File: src/rtl/tpefb_pkg.sv
// shared constants, types and helpers of the two-plane e-paper frame buffer
`default_nettype none

package tpefb_pkg;

    localparam int PIXEL_WIDTH  = 200;
    localparam int PIXEL_HEIGHT = 200;
    localparam int BYTE_WIDTH   = (PIXEL_WIDTH + 7) / 8;
    localparam int BUF_LEN      = BYTE_WIDTH * PIXEL_HEIGHT;
    localparam int MEM_AW       = (BUF_LEN > 1) ? $clog2(BUF_LEN) : 1;

    localparam logic [1:0] COLOR_BLACK = 2'd1;
    localparam logic [1:0] COLOR_RED   = 2'd2;

    typedef enum logic [1:0] {
        REQ_PIXEL    = 2'd0,
        REQ_BITMAP   = 2'd1,
        REQ_RD_BLACK = 2'd2,
        REQ_RD_RED   = 2'd3
    } t_req_type;

    typedef enum logic [2:0] {
        OUT_WRITE,
        OUT_ERROR,
        OUT_RED,
        OUT_BLK_HI,
        OUT_BLK_LO
    } t_out_sel;

    typedef struct packed {
        logic     in_ready;
        logic     clear_wr;
        logic     mem_rd;
        logic     mem_wr;
        logic     byte_sel;
        logic     out_load;
        t_out_sel out_sel;
    } t_cmd;

    typedef struct packed {
        logic in_valid;
        logic clr_last;
        logic is_write;
        logic is_black;
        logic range_err;
        logic need_second;
        logic out_free;
    } t_sts;

    function automatic logic [7:0] double_nibble(input logic [3:0] nib);
        logic [7:0] r;
        r = '0;
        for (int b = 0; b < 4; b++) begin
            r[2*b +: 2] = {2{nib[b]}};
        end
        return r;
    endfunction

endpackage

`default_nettype wire

File: src/rtl/tpefb_ctrl.sv
// sequencing state machine of the frame buffer
`default_nettype none

module tpefb_ctrl (
    input  wire              i_clk,
    input  wire              i_rst_n,
    input  tpefb_pkg::t_sts  i_sts,
    output tpefb_pkg::t_cmd  o_cmd
);

    typedef enum logic [2:0] {
        S_CLEAR,
        S_IDLE,
        S_RD0,
        S_WR0,
        S_RD1,
        S_WR1,
        S_RESP,
        S_RESP_LO
    } t_state;

    t_state r_state, n_state;

    always_ff @(posedge i_clk) begin
        if (!i_rst_n) begin
            r_state <= S_CLEAR;
        end else begin
            r_state <= n_state;
        end
    end

    always_comb begin
        n_state       = r_state;
        o_cmd         = '0;
        o_cmd.out_sel = tpefb_pkg::OUT_WRITE;
        unique case (r_state)
            S_CLEAR: begin
                o_cmd.clear_wr = 1'b1;
                if (i_sts.clr_last) n_state = S_IDLE;
            end
            S_IDLE: begin
                o_cmd.in_ready = 1'b1;
                if (i_sts.in_valid) n_state = S_RD0;
            end
            S_RD0: begin
                if (i_sts.range_err) begin
                    n_state = S_RESP;
                end else begin
                    o_cmd.mem_rd = 1'b1;
                    n_state = i_sts.is_write ? S_WR0 : S_RESP;
                end
            end
            S_WR0: begin
                o_cmd.mem_wr = 1'b1;
                n_state = i_sts.need_second ? S_RD1 : S_RESP;
            end
            S_RD1: begin
                o_cmd.mem_rd   = 1'b1;
                o_cmd.byte_sel = 1'b1;
                n_state = S_WR1;
            end
            S_WR1: begin
                o_cmd.mem_wr   = 1'b1;
                o_cmd.byte_sel = 1'b1;
                n_state = S_RESP;
            end
            S_RESP: begin
                if (i_sts.range_err)      o_cmd.out_sel = tpefb_pkg::OUT_ERROR;
                else if (i_sts.is_write)  o_cmd.out_sel = tpefb_pkg::OUT_WRITE;
                else if (i_sts.is_black)  o_cmd.out_sel = tpefb_pkg::OUT_BLK_HI;
                else                      o_cmd.out_sel = tpefb_pkg::OUT_RED;
                if (i_sts.out_free) begin
                    o_cmd.out_load = 1'b1;
                    n_state = (i_sts.is_black && !i_sts.range_err) ? S_RESP_LO : S_IDLE;
                end
            end
            S_RESP_LO: begin
                o_cmd.out_sel = tpefb_pkg::OUT_BLK_LO;
                if (i_sts.out_free) begin
                    o_cmd.out_load = 1'b1;
                    n_state = S_IDLE;
                end
            end
            default: n_state = S_CLEAR;
        endcase
    end

endmodule

`default_nettype wire

File: config.mk
export PLATFORM = sky130hd
export DESIGN_NAME = tpefb_ctrl
export DESIGN_NICKNAME = d
export VERILOG_FILES = /design/src/rtl/tpefb_pkg.sv /design/src/rtl/tpefb_ctrl.sv
export SDC_FILE = /design/constraint.sdc
export NUM_CORES = 1
export LEC_CHECK = 0
export ABC_AREA = 1
export BUFFER_PORTS_ARGS = -buffer_cell sky130_fd_sc_hd__buf_2
export CAP_MARGIN = 10
export CORE_AREA = 2 2 39 41
export CTS_CLUSTER_SIZE = 10
export DETAILED_ROUTE_END_ITERATION = 10
export DIE_AREA = 0 0 41 43
export PLACE_DENSITY_LB_ADDON = 0.3
export SYNTH_ARGS = -nofsm -noshare
export SYNTH_HDL_FRONTEND = slang
export SYNTH_SLANG_ARGS = --single-unit
export TNS_END_PERCENT = 100
File: constraint.sdc
create_clock -name i_clk -period 1.4 [get_ports i_clk]
set_input_delay 0.14 -clock i_clk [delete_from_list [all_inputs] [get_ports i_clk]]
set_output_delay 0.14 -clock i_clk [all_outputs]
set_load 0.02 [all_outputs]
Word level (Yosys, flattened, before mapping) --
Cells that the tools add are included.
Storage, ports and cells: register bits after elaboration 3, output and inout bits 9, logic and storage cells 38
Operators by class: equality and inequality tests 11, muxes and demuxes 20, reductions and logical operators 6
Operator list (count):
- $pmux 3 s8 | 1
- $mux 3 | 7
- $eq 3x3->1 const B | 4
- $ne 2x2->1 const B | 4
- $pmux 4 s2 | 1
- $mux 1 | 7
- $eq 3x2->1 const B | 2
- $mux 2 | 3
- $reduce_and 4->1 | 1
- $reduce_or 2->1 | 2
- $eq 3x1->1 const B | 1
- $logic_not 3->1 | 1
- $pmux 1 s2 | 1
- $logic_and 1x1->1 | 1
- $logic_not 1->1 | 1

Depth between registers and ports, before layout --
word-level depth 5, mapped depth 8, depth with buffers taken out 8

Least setup slack after synthesis --
OpenSTA, ideal clock, no wires.
path kind register to register, start point reg r_state[0], end point reg r_state[0], setup time 0.118 ns, arrival time 1.093 ns, slack 0.189 ns, cell stages (with the launch flop) 8, path buffers 0, cell sequence dfxtp_1 -> nand2_4 -> nor2_2 -> nand2_2 -> nand2_2 -> nor2_4 -> o21ai_1 -> nor2_1
On the way: word-level cells in the longest chain between the ends 3
Ends and longest elaborated chain:
- start, declared | RTL line tpefb_ctrl.sv:22 | t_state r_state, n_state;
- start signal, assigned | RTL line tpefb_ctrl.sv:28 | r_state <= n_state;
- $eq 3x1->1 (tied with other cells) | RTL line tpefb_ctrl.sv:36 | unique case (r_state)
- $ne 2x2->1 (no source line)
- $reduce_and 4->1 (no source line)
Several ways; a longest one is shown, not always the timed one. A chain may end at the register's enable or synchronous reset.

==> impl_metrics.py <==
metrics = {
    "floorplanning": {
        "fp_rows": 14,
        "die_width_um": 41,
        "top_level_ports": 18,
        "core_area_um2": 1380,
        "floorplan.die_area_um2": 1760,
        "die_h_um": 43,
        "initial_utilization_pct": 23.4,
    },
    "synthesis": {
        "post_synth_inst_count": 59,
        "post_synth_num_cell_types": 17,
        "postSynthAreaPerCell_um2": 5.49,
        "synth-seq-area-share_pct": 18.5,
        "syn_area_um2": 324,
        "synth_net_count": 68,
        "postSynthRegisterBits": 3,
        "yosysWarnings": 0,
    },
    "final_layout": {
        "final_cell_count_no_fill": 99,
        "regMostFlops": "r_state",
        "flip_flop_count_of_the_largest_register_all_copies_and_words_added": 3,
        "filler_cell_count": 163,
        "multi_input_gate_area_in_the_final_layout_um2": 216,
        "biggestRegsByFlops": "r_state x3",
        "finish.instance_area_um2": 488,
        "drive_above_1_share_pct": 42.2,
        "layout.core_utilization_pct": 35.3,
        "area.sequential_um2": 62.6,
        "finalNetCount": 93,
        "syn_to_final_growth_pct": 50.6,
        "diodes": 0,
    },
    "sta": {
        "worstMarginPinSlew_ns": 0.214,
        "period_minus_slack_ns": 1.31,
        "timing.final.hold_violations": 0,
        "setup_repair_after_global_routing_missed_its_margin": "no",
        "timing.clock.skew_ns": 0.00190,
        "slew_viol_final": 0,
        "slew_headroom_pct": 85.7,
        "setup_violations_final": 0,
        "setup_total_negative_slack_ns": 0,
        "part_of_the_cycle_the_worst_path_needs_pct": 93.3,
        "clock.fmax_mhz": 765,
    },
    "clock_network": {
        "cts_tree": "done",
        "cts-root-buf": "sky130_fd_sc_hd__clkbuf_4",
        "htree_levels": 1,
        "cts_num_sinks": 3,
        "cts.path.max_buffers": 2,
        "clkTransAtPathRegs_ns": 0.04,
        "cts-buffers-inserted": 3,
        "clk-insertion-delay-late_ns": 0.23,
    },
    "pwr": {
        "cellPowerDensity_nw_per_um2": 1670,
        "swShare_pct": 49.1,
        "p_leak_nw": 0.286,
        "comb_power_share_pct": 59.8,
        "power.internal_uw": 414,
        "sequentialPowerShare_pct": 22.0,
        "p_clk_share_pct": 18.2,
        "p_sw_uw": 399,
        "ir_drop_v": 0.000845,
    },
    "placed_design": {
        "placement.io_buffers": 17,
        "post-place-cells": 92,
        "gpl.final_weighted_congestion": 0.694,
        "placedInstanceArea_um2": 429,
        "place_hpwl_um": 685,
    },
    "worst_setup_path": {
        "ff2ff_path_depth": 6,
        "worst_ep_arrival_time_ns": 1.17,
        "r2r_slack_ns": 0.20,
        "worst-path-max-fanout": 6,
        "timing.critical_path.to_type": "primary output",
        "timing.critical_path.from_type": "flop",
        "critical_path_required_ns": 1.26,
        "criticalPathCategory": "flop to primary output",
    },
    "detailed_routing": {
        "mean_number_of_vias_per_cell": 4.35,
        "wire_length_per_cell_after_detailed_routing_um": 8.61,
        "detailedRoute.firstIterationViolations": 11,
        "drc": 0,
        "routed-via-count": 431,
        "drt_pass_1_iters": 4,
        "antenna_left": 0,
        "finalWirelength_um": 852,
    },
    "min_path": {
        "hold_path_depth": 3,
        "hp-class": "primary input to flop",
    },
    "global_route": {
        "wire_length_of_the_first_global_routing_pass_mm": 1.44,
        "track_usage_pct": 12.0,
        "largest_net_degree_at_the_start_of_global_routing": 9,
        "via_count_of_the_first_global_routing_pass": 366,
        "grt.overflow.total": 0,
        "antenna_found_initial": 0,
    },
    "status": {
        "run_status": "finished clean",
    },
    "run": {
        "drv.max_cap_violation_count": 0,
    },
}
[power by group through the flow]
stage          logic (mW)  registers (mW)  clock network (mW)
6_report            0.486           0.178               0.148
5_1_grt             0.546           0.185               0.166
3_3_place_gp        0.459           0.172                   0
2_1_floorplan       0.348           0.161                   0
4_1_cts             0.463           0.172               0.157
3_5_place_dp        0.463           0.174                   0
[cell usage in the layout, fill, tap and decap left out, types with 2 or more instances in the layout]
cell type                  synthesis  layout
sky130_fd_sc_hd__nor2_2            2       2
sky130_fd_sc_hd__buf_2             0      16
sky130_fd_sc_hd__inv_1            11      11
sky130_fd_sc_hd__nand2_1           9       9
sky130_fd_sc_hd__nor2_1            8       8
sky130_fd_sc_hd__o21ai_1           1       2
sky130_fd_sc_hd__nand3_1           8       8
sky130_fd_sc_hd__a21oi_1           3       3
sky130_fd_sc_hd__inv_2             3       3
sky130_fd_sc_hd__nand2_2           2       2
sky130_fd_sc_hd__clkbuf_4          0       3
sky130_fd_sc_hd__dfxtp_2           0       2
sky130_fd_sc_hd__buf_4             0       4
[per-stage QoR]
| stage | hold WS, ns | setup WS (ns) | total power [mW] |
|---|---|---|---|
| after global routing | 0.165 | 0.0308 | 0.897 |
| after global placement | 0.392 | 0.232 | 0.631 |
| final | 0.152 | 0.0935 | 0.813 |
| after floorplan | 0.272 | 0.189 | 0.509 |
| after CTS | 0.153 | 0.0332 | 0.792 |
| after detailed placement | 0.399 | 0.220 | 0.636 |
[synthesized netlist by cell type]
cell	instances	area (um^2)
sky130_fd_sc_hd__nand3_1	8	40.0
sky130_fd_sc_hd__o22ai_1	1	6.26
sky130_fd_sc_hd__o21a_1	1	7.51
sky130_fd_sc_hd__nor2_4	1	11.3
sky130_fd_sc_hd__inv_1	11	41.3
sky130_fd_sc_hd__a21oi_1	3	15.0
sky130_fd_sc_hd__o21ai_1	1	5.00
sky130_fd_sc_hd__o21ai_0	2	10.0
sky130_fd_sc_hd__nand2_1	9	33.8
sky130_fd_sc_hd__dfxtp_1	3	60.1
sky130_fd_sc_hd__inv_2	3	11.3
sky130_fd_sc_hd__nor3_1	2	10.0
sky130_fd_sc_hd__nand2_4	1	11.3
sky130_fd_sc_hd__nand2_2	2	12.5
sky130_fd_sc_hd__nand4_1	1	6.26
sky130_fd_sc_hd__nor2_2	2	12.5
sky130_fd_sc_hd__nor2_1	8	30.0
[critical path, cell delays in order (launching register included)]
cell and delay [ns]:
sky130_fd_sc_hd__dfxtp_1 0.42, sky130_fd_sc_hd__inv_2 0.10, sky130_fd_sc_hd__buf_4 0.14, sky130_fd_sc_hd__nand3_1 0.09
sky130_fd_sc_hd__inv_1 0.04, sky130_fd_sc_hd__buf_2 0.15
[per-layer routing]
metal	track usage (%)	vias up	wire, um
met5	0	-	0
met4	6.00	0	0
met3	4.71	0	59
met2	16.6	13	397
met1	15.8	186	395
li1	-	232	-
[worst paths after layout]
check / from / end
max reg2reg: r_state[2]$_SDFFE_PN0P_ / r_state[0]$_SDFFE_PN0P_
max: r_state[2]$_SDFFE_PN0P_ / o_cmd[7]
min: i_rst_n / r_state[1]$_SDFFE_PN0P_
min reg2reg: r_state[0]$_SDFFE_PN0P_ / r_state[0]$_SDFFE_PN0P_
[cell type report]
cell class | instances | area share [%]
inverter | 14 | 10.8
clock buffer | 4 | 5.38
sequential | 3 | 12.8
tap | 16 | 4.10
multi-input combinational | 42 | 44.4
timing repair buffer | 20 | 22.6
[repair_timing]
action                                  in CTS  in global routing
buffers inserted                             0                  3
resized for setup                            0                  5
endpoints found under the setup margin       0                  3
hold buffers                                 0                  0
hold endpoints to repair                     0                  0
[kinds of logic after synthesis]
family / after synthesis / share of synthesized area (%)
flops: 3 / 18.5
compound gates: 8 / 13.5
simple gates: 34 / 51.7
buf+inv: 14 / 16.2
Power figures use the tool's default switching activity.
